===== src/design/rse_pkg.sv =====
// Shared types and constants of the RV32I subset executor.
// Used by the front end, the queue, the back end and the top level.
`default_nettype none

package rse_pkg;

   // Data path and register file geometry
   localparam int XLEN      = 32;
   localparam int REG_COUNT = 34;
   localparam int REG_IDX_W = 6;
   localparam logic [XLEN-1:0] PC_STEP = 32'd4;

   // Action codes carried on the request tuser
   localparam int ACT_W = 3;
   localparam logic [ACT_W-1:0] ACT_ADDI = 3'd0;
   localparam logic [ACT_W-1:0] ACT_LD   = 3'd1;
   localparam logic [ACT_W-1:0] ACT_SD   = 3'd2;
   localparam logic [ACT_W-1:0] ACT_JALR = 3'd3;
   localparam logic [ACT_W-1:0] ACT_BNE  = 3'd4;
   localparam logic [ACT_W-1:0] ACT_BEQ  = 3'd5;
   localparam logic [ACT_W-1:0] ACT_JAL  = 3'd6;

   // Link register written by jal
   localparam logic [REG_IDX_W-1:0] LINK_REG = 6'd1;

   // Stream payload widths
   localparam int REQ_DATA_W = 88;
   localparam int RSP_DATA_W = 144;

   // Decoded control of one request
   typedef struct packed {
      logic                 addi;
      logic                 load;
      logic                 store;
      logic                 jalr;
      logic                 bne;
      logic                 beq;
      logic                 jal;
      logic                 unknown;
      logic                 wr_en;
      logic [REG_IDX_W-1:0] wr_idx;
   } ctrl_type;

   // One classified request as held in the queue
   typedef struct packed {
      ctrl_type             ctrl;
      logic [REG_IDX_W-1:0] src1;
      logic [REG_IDX_W-1:0] src2;
      logic [XLEN-1:0]      imm;
      logic [XLEN-1:0]      target;
   } queue_item_type;

   // Result of the execute stage, completed in the memory stage
   typedef struct packed {
      logic [XLEN-1:0]      item_pc;
      logic [XLEN-1:0]      next_pc;
      logic                 taken;
      logic                 wr_en;
      logic [REG_IDX_W-1:0] wr_idx;
      logic [XLEN-1:0]      value;
      logic                 mem_wr;
      logic [XLEN-1:0]      mem_addr;
      logic                 fault;
      logic                 unknown;
      logic                 load;
   } exec_type;

endpackage

`default_nettype wire


===== src/design/rse_front.sv =====
// Front end: takes requests and classifies the action into control flags.
// Depends on rse_pkg for action codes and the queued item type.
`default_nettype none

module rse_front
   import rse_pkg::*;
(
   input  wire logic                  req_tvalid,
   output logic                       req_tready,
   input  wire logic [REQ_DATA_W-1:0] req_tdata,
   input  wire logic [ACT_W-1:0]      req_tuser,
   input  wire logic                  queue_full,
   input  wire logic                  clearing,
   output logic                       push,
   output queue_item_type             push_item
);

   logic [REG_IDX_W-1:0] dest;
   ctrl_type             ctrl;

   assign dest = req_tdata[5:0];

   // Decode the action
   always_comb begin
      ctrl = '0;
      unique case (req_tuser)
         ACT_ADDI: ctrl.addi = 1'b1;
         ACT_LD:   ctrl.load = 1'b1;
         ACT_SD:   ctrl.store = 1'b1;
         ACT_JALR: ctrl.jalr = 1'b1;
         ACT_BNE:  ctrl.bne = 1'b1;
         ACT_BEQ:  ctrl.beq = 1'b1;
         ACT_JAL:  ctrl.jal = 1'b1;
         default:  ctrl.unknown = 1'b1;
      endcase
      // Resolve the destination; drop writes beyond the register file
      ctrl.wr_idx = ctrl.jal ? LINK_REG : dest;
      ctrl.wr_en  = (ctrl.addi | ctrl.load | ctrl.jalr | ctrl.jal) &&
                    (ctrl.wr_idx < REG_IDX_W'(REG_COUNT));
   end

   // Hold off requests while memory clears or the queue is full
   assign req_tready = !clearing && !queue_full;
   assign push       = req_tvalid && req_tready;

   assign push_item.ctrl   = ctrl;
   assign push_item.src1   = req_tdata[11:6];
   assign push_item.src2   = req_tdata[17:12];
   assign push_item.imm    = req_tdata[49:18];
   assign push_item.target = req_tdata[81:50];

endmodule

`default_nettype wire


===== config.mk =====
export PLATFORM = sky130hd
export DESIGN_NAME = rse_front
export DESIGN_NICKNAME = d
export VERILOG_FILES = /design/src/design/rse_pkg.sv /design/src/design/rse_front.sv
export SDC_FILE = /design/constraint.sdc
export NUM_CORES = 1
export LEC_CHECK = 0
export BUFFER_PORTS_ARGS = -buffer_cell sky130_fd_sc_hd__clkbuf_2
export CAP_MARGIN = 10
export CORE_AREA = 2 2 73 75
export DETAILED_ROUTE_END_ITERATION = 6
export DIE_AREA = 0 0 75 77
export MAX_ROUTING_LAYER = met4
export PLACE_DENSITY = 0.65
export SLEW_MARGIN = 25
export SYNTH_ARGS = -nofsm -noshare
export SYNTH_HDL_FRONTEND = slang
export SYNTH_SLANG_ARGS = --single-unit

===== constraint.sdc =====
create_clock -name vclk -period 1.37
set_input_delay 0.3425 -clock vclk [all_inputs]
set_output_delay 0.3425 -clock vclk [all_outputs]
set_load 0.1 [all_outputs]

## Yosys cells after proc, flatten, opt, wreduce, memory -nomap -nowiden

Index checks and enable logic that the tools add are counted.

| word-level totals | value |
|---|---|
| bits of input ports | 94 |
| bits in registers | 0 |

| operators by class | value |
|---|---|
| equality and inequality tests | 6 |
| mux-type cells | 9 |
| order comparisons | 1 |
| bitwise operators | 3 |
| reductions and logical operators | 7 |

Operator list:

| operator | number |
|---|---|
| $eq A3 B3 Y1 const B | 3 |
| $mux W1 | 8 |
| $reduce_or A7 Y1 | 1 |
| $eq A3 B2 Y1 const B | 2 |
| $lt A6 B6 Y1 const B | 1 |
| $mux W6 | 1 |
| $eq A3 B1 Y1 const B | 1 |
| $logic_and A1 B1 Y1 | 3 |
| $logic_not A3 Y1 | 1 |
| $or A1 B1 Y1 | 3 |
| $logic_not A1 Y1 | 2 |

## Depth between registers and ports, before layout

| logic depth | value |
|---|---|
| depth in word-level cells | 6 |
| mapped depth | 3 |

## Worst setup path before layout

No wires, ideal clock.

| timing | value |
|---|---|
| path kind | input to output |
| start point | in req_tuser[2] |
| end point | out push_item[86] (netlist name) |
| setup slack | -1.740 ns |
| data arrival time | 2.768 ns |
| buffers on the path | 1 |
| stages | 2 |
| path through | clkbuf_2 > nor3b_1 |

RTL lines:

| what | line | RTL |
|---|---|---|
| start, declared | rse_front.sv:11 | `input wire logic [ACT_W-1:0] req_tuser,` |
| end, declared | rse_front.sv:15 | `output queue_item_type push_item` |

==> results.sh <==
export IMPL_outcome="complete, but fails checks"
export IMPL_violations="setup timing"
export IMPL_postLayoutSetupSlackWorst_ns=-0.307
export IMPL_die_area_um2=5780
export IMPL_synth_seq_area_share_pct=0
export IMPL_synth_top_family_by_area="buffers and inverters"
export IMPL_routed_wl_mm=1.68
export IMPL_slew_viol_final=0
export IMPL_most_common_cell_after_layout_fill_and_taps_aside="sky130_fd_sc_hd__buf_12"
export IMPL_multi_input_gate_area_um2=259
export IMPL_post_route_min_period_ns=1.68
export IMPL_post_synth_mux_area_share_pct=0
export IMPL_design_area_um2=908
export IMPL_cellPowerDensity_nw_per_um2=506
export IMPL_timing_final_setup_violations=3
export IMPL_crit_path_start_kind="input port"
export IMPL_syn_area_per_cell_um2=7.36
export IMPL_worst_hold_path_type="input port to output port"
export IMPL_crit_type="input port to output port"
export IMPL_final_period_utilization_pct=122
export IMPL_rsz0062_at_grt="true"
export IMPL_dpl_worst_slack_ns=-0.356
export IMPL_diodes=0
export IMPL_layout_area_overhead_vs_synth_pct=24.7
export IMPL_placeableCoreArea_um2=4980
export IMPL_synth_top_cell_by_area="sky130_fd_sc_hd__buf_4"
export IMPL_remaining_drc_errors=0
export IMPL_vias_in_the_first_global_route=478
export IMPL_fin_tns_setup_ns=-0.320
export IMPL_place_port_buffers=29
export IMPL_post_route_cells_drive_above_1_share_pct=98.4
export IMPL_place_congestion=0.559
export IMPL_synthSimpleGateAreaFrac_pct=17.0
export IMPL_sequential_cell_area_um2=0
export IMPL_fillers=553
export IMPL_grt_first_pass_wirelength_mm=2.35
export IMPL_crit_path_max_fanout=2
export IMPL_syn_num_nets=193
export IMPL_irDropWorstVdd_mv=0.189
export IMPL_die_h_um=77
export IMPL_timing_hold_ws_ns=0.685
export IMPL_grt_remaining_overflow=0
export IMPL_dieWidth_um=75
export IMPL_wl_per_cell_um=12.7
export IMPL_detailed_route_via_count=418
export IMPL_ios=187
export IMPL_hold_viol_final=0
export IMPL_crit_path_required_time_ns=1.03
export IMPL_number_of_different_library_cells_in_the_post_synthesis_netlist=14
export IMPL_layout_cells_most_common_list="17 x sky130_fd_sc_hd__buf_12, 8 x sky130_fd_sc_hd__clkbuf_2, 6 x sky130_fd_sc_hd__and2_4, 6 x sky130_fd_sc_hd__buf_6, 5 x sky130_fd_sc_hd__buf_4"
export IMPL_layout_nets=158
export IMPL_placementRows=26
export IMPL_kind_of_capture_point_of_the_worst_setup_path="output port"
export IMPL_largest_net_degree_at_the_start_of_global_routing=8
export IMPL_post_synth_instance_area_um2=728
export IMPL_power_total_uw=459
export IMPL_grt_antenna_before_repair=0
export IMPL_largest_cells_by_area_after_synthesis="sky130_fd_sc_hd__buf_4 78%, sky130_fd_sc_hd__and2_1 5.2%, sky130_fd_sc_hd__nand3b_4 2.7%, sky130_fd_sc_hd__o41ai_2 2.2%, sky130_fd_sc_hd__nor3b_1 2.1%"
export IMPL_crit_end="push_item[82]"
export IMPL_groute_usage_overall_pct=5.40
export IMPL_yosysWarnings=0
export IMPL_timing_critical_path_arrival_ns=1.33
export IMPL_yosys_area_share_xor_xnor_pct=0
export IMPL_ant_nets=0
export IMPL_synthDominantCellAreaShare_pct=78.4
export IMPL_syn_inst=99
export IMPL_post_dp_cell_area_um2=800
export IMPL_place_hpwl_mm=1.44
export IMPL_drt_pre_antenna_iters=2
export IMPL_max_cap_viol_count=0
export IMPL_design_seq_count=0
export IMPL_start_util_pct=14.6
export IMPL_via_per_inst=3.17
export IMPL_synth_compound_gate_area_share_pct=3.44
export IMPL_clockBufferCount=0
export IMPL_critical_path_startpoint="req_tdata[1]"
export IMPL_p_leak_nw=0.395
export IMPL_slew_headroom_pct=84.8
export IMPL_post_synth_fa_ha_maj_area_fraction_pct=0
export IMPL_worst_pin_slew_ns=0.228
export IMPL_achievable_frequency_mhz=596
export IMPL_drt_iter0_markers=1
==> synth_stat cells <==
library cell / count
sky130_fd_sc_hd__nand2b_1: 2
sky130_fd_sc_hd__nand3b_4: 1
sky130_fd_sc_hd__nor3_1: 1
sky130_fd_sc_hd__o21ai_2: 1
sky130_fd_sc_hd__nor2_1: 3
sky130_fd_sc_hd__o41ai_2: 1
sky130_fd_sc_hd__and3_1: 1
sky130_fd_sc_hd__nand2_1: 2
sky130_fd_sc_hd__buf_4: 76
sky130_fd_sc_hd__inv_1: 1
sky130_fd_sc_hd__and2_1: 6
sky130_fd_sc_hd__clkbuf_2: 1
sky130_fd_sc_hd__and3b_1: 1
sky130_fd_sc_hd__nor3b_1: 2
==> where the power goes <==
group          internal (mW)  total (mW)  switching [mW]  leakage [nW]
registers                  0           0               0             0
clock network              0           0               0             0
logic                  0.189       0.459           0.271         0.395
==> cells by family after synthesis <==
logic type / Yosys count
buffers and inverters: 78
and+or+nand+nor: 19
AOI/OAI and AO/OA: 2
==> critical path, cell delays in order <==
cell	delay, ns
sky130_fd_sc_hd__buf_8	0.10
sky130_fd_sc_hd__o41ai_4	0.32
sky130_fd_sc_hd__buf_4	0.17
sky130_fd_sc_hd__nand2_4	0.05
sky130_fd_sc_hd__o21ai_4	0.16
sky130_fd_sc_hd__buf_12	0.19
==> what timing repair did <==
action                     CTS  global route
buffers inserted             0             0
gates resized for setup     13            12
pin swaps                    7             7
setup endpoints to repair   13            12
hold buffers                 0             0
==> layer usage <==
metal,share of wire [%],wire length [µm],GRT usage [%],up-vias
li1,-,-,-,155
met3,22,376,3.15,42
met2,41,686,7.81,53
met4,15,244,7.32,0
met1,22,372,3.76,168
met5,0,0,-,-
==> through the flow <==
step                std cells  util (%)
global route              132      18.3
global placement          132      16.1
floorplan                  99         -
CTS                       132      17.3
detailed placement        132      16.1
finish                    132      18.3
==> area by class of cell <==
| type | count | area share (%) |
|---|---|---|
| inverters | 1 | 0.826 |
| multi-input cells | 21 | 28.5 |
| repair buffers | 40 | 61.0 |
| well taps | 70 | 9.64 |
==> worst min-delay path by stage <==
stage                       start            end  slack (ns)  cells past startpoint
CTS                 req_tdata[62]  push_item[12]        0.69                      0
detailed placement  req_tdata[62]  push_item[12]        0.69                      0
global placement    req_tdata[62]  push_item[12]        0.69                      0
floorplan                clearing     req_tready        0.78                      1
global route        req_tdata[22]  push_item[36]        0.69                      0
finish              req_tdata[78]  push_item[28]        0.69                      0
No activity file was read; power rests on OpenSTA's default activity.
