$ cat config.mk
export PLATFORM = sky130hd
export DESIGN_NAME = rse_fifo
export DESIGN_NICKNAME = d
export VERILOG_FILES = /design/src/design/rse_pkg.sv /design/src/design/rse_fifo.sv
export SDC_FILE = /design/constraint.sdc
export NUM_CORES = 1
export LEC_CHECK = 0
export ABC_CLOCK_PERIOD_IN_PS = 3500
export BUFFER_PORTS_ARGS = -buffer_cell sky130_fd_sc_hd__buf_2
export CAP_MARGIN = 5
export CELL_PAD_IN_SITES_DETAIL_PLACEMENT = 1
export CELL_PAD_IN_SITES_GLOBAL_PLACEMENT = 2
export CORE_ASPECT_RATIO = 1.4
export CORE_MARGIN = 5
export CORE_UTILIZATION = 45
export CTS_BUF_LIST = sky130_fd_sc_hd__clkbuf_8 sky130_fd_sc_hd__clkbuf_16
export DETAILED_ROUTE_END_ITERATION = 16
export PLACE_DENSITY = 0.76
export REMOVE_ABC_BUFFERS = 1
export SYNTH_ARGS = -nofsm -noshare
export SYNTH_HDL_FRONTEND = slang
export SYNTH_SLANG_ARGS = --single-unit
$ cat constraint.sdc
create_clock -name clock -period 3.5 [get_ports clock]
set_clock_uncertainty 0.15 [all_clocks]
set_input_delay 0.525 -clock clock [delete_from_list [all_inputs] [get_ports clock]]
set_output_delay 0.525 -clock clock [all_outputs]
set_load 0.01 [all_outputs]
$ cat src/design/rse_pkg.sv
// Shared types and constants of the RV32I subset executor.
// Used by the front end, the queue, the back end and the top level.
`default_nettype none

package rse_pkg;

   // Data path and register file geometry
   localparam int XLEN      = 32;
   localparam int REG_COUNT = 34;
   localparam int REG_IDX_W = 6;
   localparam logic [XLEN-1:0] PC_STEP = 32'd4;

   // Action codes carried on the request tuser
   localparam int ACT_W = 3;
   localparam logic [ACT_W-1:0] ACT_ADDI = 3'd0;
   localparam logic [ACT_W-1:0] ACT_LD   = 3'd1;
   localparam logic [ACT_W-1:0] ACT_SD   = 3'd2;
   localparam logic [ACT_W-1:0] ACT_JALR = 3'd3;
   localparam logic [ACT_W-1:0] ACT_BNE  = 3'd4;
   localparam logic [ACT_W-1:0] ACT_BEQ  = 3'd5;
   localparam logic [ACT_W-1:0] ACT_JAL  = 3'd6;

   // Link register written by jal
   localparam logic [REG_IDX_W-1:0] LINK_REG = 6'd1;

   // Stream payload widths
   localparam int REQ_DATA_W = 88;
   localparam int RSP_DATA_W = 144;

   // Decoded control of one request
   typedef struct packed {
      logic                 addi;
      logic                 load;
      logic                 store;
      logic                 jalr;
      logic                 bne;
      logic                 beq;
      logic                 jal;
      logic                 unknown;
      logic                 wr_en;
      logic [REG_IDX_W-1:0] wr_idx;
   } ctrl_type;

   // One classified request as held in the queue
   typedef struct packed {
      ctrl_type             ctrl;
      logic [REG_IDX_W-1:0] src1;
      logic [REG_IDX_W-1:0] src2;
      logic [XLEN-1:0]      imm;
      logic [XLEN-1:0]      target;
   } queue_item_type;

   // Result of the execute stage, completed in the memory stage
   typedef struct packed {
      logic [XLEN-1:0]      item_pc;
      logic [XLEN-1:0]      next_pc;
      logic                 taken;
      logic                 wr_en;
      logic [REG_IDX_W-1:0] wr_idx;
      logic [XLEN-1:0]      value;
      logic                 mem_wr;
      logic [XLEN-1:0]      mem_addr;
      logic                 fault;
      logic                 unknown;
      logic                 load;
   } exec_type;

endpackage

`default_nettype wire

$ cat src/design/rse_fifo.sv
// Short request queue between the front end and the back end.
// Depends on rse_pkg for the queued item type.
`default_nettype none

module rse_fifo
   import rse_pkg::*;
#(
   parameter int DEPTH = 4
) (
   input  wire logic           clock,
   input  wire logic           reset,
   input  wire logic           push,
   input  wire queue_item_type push_item,
   input  wire logic           pop,
   output logic                full,
   output logic                head_valid,
   output queue_item_type      head_item
);

   localparam int PW = $clog2(DEPTH);
   localparam int CW = $clog2(DEPTH + 1);

   queue_item_type    ent_ff [DEPTH];
   logic [PW-1:0]     wptr_ff, wptr_in;
   logic [PW-1:0]     rptr_ff, rptr_in;
   logic [CW-1:0]     cnt_ff, cnt_in;

   // Advance pointers and occupancy
   always_comb begin
      wptr_in = wptr_ff;
      rptr_in = rptr_ff;
      cnt_in  = cnt_ff;
      if (push) begin
         wptr_in = (wptr_ff == PW'(DEPTH - 1)) ? '0 : wptr_ff + 1'b1;
      end
      if (pop) begin
         rptr_in = (rptr_ff == PW'(DEPTH - 1)) ? '0 : rptr_ff + 1'b1;
      end
      if (push && !pop) begin
         cnt_in = cnt_ff + 1'b1;
      end else if (pop && !push) begin
         cnt_in = cnt_ff - 1'b1;
      end
   end

   always_ff @(posedge clock) begin
      if (reset) begin
         wptr_ff <= '0;
         rptr_ff <= '0;
         cnt_ff  <= '0;
      end else begin
         wptr_ff <= wptr_in;
         rptr_ff <= rptr_in;
         cnt_ff  <= cnt_in;
      end
   end

   // Store entries
   always_ff @(posedge clock) begin
      if (push) begin
         ent_ff[wptr_ff] <= push_item;
      end
   end

   assign full       = (cnt_ff == CW'(DEPTH));
   assign head_valid = (cnt_ff != '0);
   assign head_item  = ent_ff[rptr_ff];

endmodule

`default_nettype wire

# Yosys cells after proc, flatten, opt, wreduce, memory -nomap -nowiden
# Memory sizes are Yosys's and may differ from the RTL's. A register that Yosys moved wholly into a read port is not among the register bits.
# Cells that the tools add are included.
[word_totals] ff_bits=7 ramBits=364 inputBits=95 output_inout_bits=93 word_cells=25 n_memories=1
[memory_table] name="ent_ff" words=4 width=91 read_ports=1 rd_ports_with_merged_regs=1 write_ports=1 line="rse_fifo.sv:23" text="queue_item_type ent_ff [DEPTH];"
[op_classes] addsub=4 eq_ne=3 n_mux=8 reduce_logical=6
[op_table] op="$mux 2" n=4
[op_table] op="$mux 3" n=2
[op_table] op="$add 2x1->2 const B" n=2
[op_table] op="$eq 2x2->1 const B" n=2
[op_table] op="$add 3x1->3 const B" n=1
[op_table] op="$eq 3x3->1 const B" n=1
[op_table] op="$reduce_bool 3->1" n=1
[op_table] op="$sub 3x1->3 const B" n=1
[op_table] op="$logic_and 1x1->1" n=2
[op_table] op="$logic_not 1->1" n=2
[op_table] op="$mux 1" n=2
[op_table] op="$reduce_bool 2->1" n=1

# Longest topological paths before layout
[depth] ltp_word=4 depth_mapped=7 mapped_depth_nobuf=7

# Least setup slack after synthesis
# OpenSTA, ideal clock, no wires.
[synth_timing] path_kind="register to register" from="register wptr_ff[0]" to="memory ent_ff[3][0] (netlist name), enable pin" setup_ps=459 arrival_ps=2656 t_required_ps=2891 slack_ps=235 stages_incl_launch_ff=3 n_path_buf=0 period_less_slack_ps=3265 cell_sequence="dfxtp_1 -> ha_1 -> and2_1"
[synth_rtl] element="from (decl)" line="rse_fifo.sv:24" text="logic [PW-1:0] wptr_ff, wptr_in;"
[synth_rtl] element="from (signal assigned)" line="rse_fifo.sv:52" text="wptr_ff <= wptr_in;"
[synth_rtl] element="to (decl)" line="rse_fifo.sv:23"
# No word-level cell before the write port.

==> load_flow_metrics.sql <==
INSERT INTO impl_metrics (metric_group, metric, value, unit) VALUES
('run_status', 'run_status', 'finished, final reports clean', ''),
('power_and_ir_drop', 'power_report.internal_total', '7790', 'uW'),
('global_route', 'antenna_found_initial', '6', ''),
('logic_synthesis', 'synth_xor_xnor_area_share', '0.00128', ''),
('setup_path', 'critical_path.max_fanout', '26', ''),
('detailed_routing', 'post-route-drc-count', '0', ''),
('placed_design', 'hpwlAfterDp', '17900', 'um'),
('detailed_routing', 'routed.top_layer', 'met5', ''),
('global_route', 'grtUsageTotal', '0.168', ''),
('detailed_routing', 'drt_pass1_iterations', '4', ''),
('finish', 'drive_gt1_frac', '0.455', ''),
('power_and_ir_drop', 'worst_ir_drop_vdd', '0.000428', 'V'),
('global_route', 'grt_start_max_net_pins', '50', ''),
('power_and_ir_drop', 'switchingPower', '2100', 'uW'),
('sta', 'final_count_of_hold_timing_violations', '0', ''),
('setup_path', 'r2r.worst_path.cells', '4', ''),
('die', 'io-pin-count', '188', ''),
('sta', 'grt_setup_unrepaired', 'no', ''),
('hold_path', 'holdCritStartpoint', 'push_item[30]', ''),
('setup_path', 'ff2ff_setup_slack', '1.43', 'ns'),
('logic_synthesis', 'synth.lib_cells_used.distinct', '18', ''),
('logic_synthesis', 'synth_area_leader_cell', 'sky130_fd_sc_hd__edfxtp_1', ''),
('sta', 'timing_worst_slew_pin_value', '0.729', 'ns'),
('clocking', 'postCtsResizedCells', '0', ''),
('setup_path', 'crit-reg2reg-capture', 'ent_ff[2][35]', ''),
('detailed_routing', 'dr.first_iter.drc_count', '411', ''),
('global_route', 'grt-ovfl-total', '0', ''),
('clocking', 'cts_h_tree_depth', '2', ''),
('finish', 'postLayoutCoreUtil', '0.541', ''),
('logic_synthesis', 'ys.warnings.count', '0', ''),
('logic_synthesis', 'adder_cell_area_share_of_the_yosys_netlist', '0.00696', ''),
('finish', 'design.final.nets', '841', ''),
('global_route', 'grt_pass1_vias', '6941', ''),
('die', 'core_region_area', '30000', 'um^2'),
('finish', 'mostFrequentLayoutCells', 'sky130_fd_sc_hd__edfxtp_1, sky130_fd_sc_hd__buf_2, sky130_fd_sc_hd__mux4_2', ''),
('detailed_routing', 'detailed_route_vias_per_instance', '5.37', ''),
('setup_path', 'crit_chain', 'buf_4 -> mux4_2 -> buf_2', ''),
('sta', 'maxClockFrequency', '0.332', 'GHz'),
('hold_path', 'hp-class', 'in2reg', ''),
('setup_path', 'setup.worst_path.end_class', 'output pin', ''),
('finish', 'post_layout_nonfiller_instances', '1153', ''),
('detailed_routing', 'detail_route.wirelength', '28100', 'um'),
('sta', 'period_minus_slack', '3.01', 'ns'),
('detailed_routing', 'met2_length', '15700', 'um'),
('detailed_routing', 'met1_length', '10300', 'um'),
('setup_path', 'critical-path-max-stage-delay', '0.71', 'ns'),
('hold_path', 'worstHoldEndpoint', 'ent_ff[1][30]', ''),
('detailed_routing', 'via_count', '6187', ''),
('placed_design', 'place_congestion', '0.726', ''),
('setup_path', 'r2r-start', 'wptr_ff[0]', ''),
('power_and_ir_drop', 'power_density', '608', 'nW/um^2'),
('power_and_ir_drop', 'total_leakage_power', '0.00550', 'uW'),
('setup_path', 'worstPathRequired', '2.82', 'ns'),
('finish', 'mostFrequentLayoutCell', 'sky130_fd_sc_hd__edfxtp_1', ''),
('clocking', 'worstSkewPairLatency', '0.51', 'ns'),
('sta', 'setup_viol_count_final', '0', ''),
('logic_synthesis', 'synth_simple_gate_area_frac', '0.00577', ''),
('die', 'die_w', '157', 'um'),
('logic_synthesis', 'synthTopCellsByArea', 'sky130_fd_sc_hd__edfxtp_1, sky130_fd_sc_hd__mux4_2, sky130_fd_sc_hd__buf_12, sky130_fd_sc_hd__dfxtp_1, sky130_fd_sc_hd__ha_1', ''),
('sta', 'slew_headroom', '0.514', ''),
('job', 'maxCapViolCount', '0', ''),
('sta', 'min_period_over_period', '0.860', ''),
('detailed_routing', 'route.met3.wl', '1510', 'um'),
('logic_synthesis', 'synth_compound_gate_area_share', '0.00110', ''),
('logic_synthesis', 'synth_top_family_by_area', 'multiplexers', ''),
('power_and_ir_drop', 'clock_share_of_power', '0.391', ''),
('clocking', 'cts.reportedPaths.clkPinSlew', '0.06', 'ns'),
('setup_path', 'timing_worst_setup_path_type', 'reg2out', ''),
('setup_path', 'critical_path.slowest_cell', 'sky130_fd_sc_hd__dfxtp_4', ''),
('global_route', 'grt_pass1_wl', '42900', 'um'),
('clocking', 'post_cts_buffers', '0', '');
==> registers in the layout, indices dropped and copies added (netlist names), named ones only <==
signal   flops
cnt_ff       3
ent_ff     364
rptr_ff      2
wptr_ff      2
==> worst max-delay path by stage <==
stage	endpoint	depth (start not counted)
2_1_floorplan	head_item[0]	1
3_3_place_gp	head_item[32]	3
3_5_place_dp	head_item[32]	3
4_1_cts	head_item[32]	3
5_1_grt	head_item[73]	3
6_report	head_item[32]	3
==> per-stage QoR <==
step	total power, uW	setup slack, ns	instance area (um^2)	setup TNS, ns	hold WS [ns]
after CTS	10000	0.368	16300	0	0.0306
after floorplan	5750	-1.67	13400	-151.96	0.305
after global routing	10300	0.326	16300	0	0.0362
final	9890	0.491	16300	0	0.0573
after detailed placement	6150	0.945	15100	0	0.386
after global placement	6100	0.963	15100	0	0.323
==> worst reg2reg max path, delay by kind of cell, from the launching register on <==
family / cells / cell delay (ns)
adder cells (fa/ha/maj): 1 / 0.16
flip-flops: 1 / 0.35
buffers and inverters: 2 / 0.44
AND/OR/NAND/NOR: 1 / 0.62
==> cells by family (layout without fill, tap and decap cells) <==
group / after synthesis / count (layout)
AND/OR/NAND/NOR: 15 / 15
adder cells (fa/ha/maj): 7 / 7
AO/OA/AOI/OAI: 3 / 3
multiplexers: 95 / 95
buffers and inverters: 24 / 270
other: 0 / 3
flip-flops: 373 / 373
XOR/XNOR: 2 / 2
==> layout make-up <==
class                   count  area, um^2
fillers                  2646       13800
flip-flops and latches    373       11100
multi-input cells         122        2310
repair buffers            202        1150
clock buffers              37         926
well taps                 385         482
clock inverters            27         255
inverters                   4        15.0
diodes                      3        7.51
==> cells in the mapped netlist (all sizes together) <==
master,instances
o21ai,1
mux2i,4
edfxtp,364
inv,4
ha,6
or3,2
nor3b,2
mux4,91
xor2,2
clkbuf,1
buf,19
a21oi,2
dfxtp,9
fa,1
and2,4
nor2,7
==> per-layer routing <==
| layer | vias up | GRT usage |
|---|---|---|
| met5 | - | 0 |
| met4 | 8 | 0.0488 |
| met3 | 42 | 0.0349 |
| met2 | 161 | 0.304 |
| met1 | 3297 | 0.202 |
| li1 | 2679 | - |
==> power by group through the flow <==
stage / Combinational [uW] / Sequential, uW / Clock (uW)
detailed placement: 858 / 5290 / 0
global route: 899 / 5200 / 4210
floorplan: 436 / 5310 / 0
finish: 834 / 5190 / 3870
global placement: 831 / 5270 / 0
CTS: 862 / 5190 / 3960
Power figures use the tool's default switching activity.
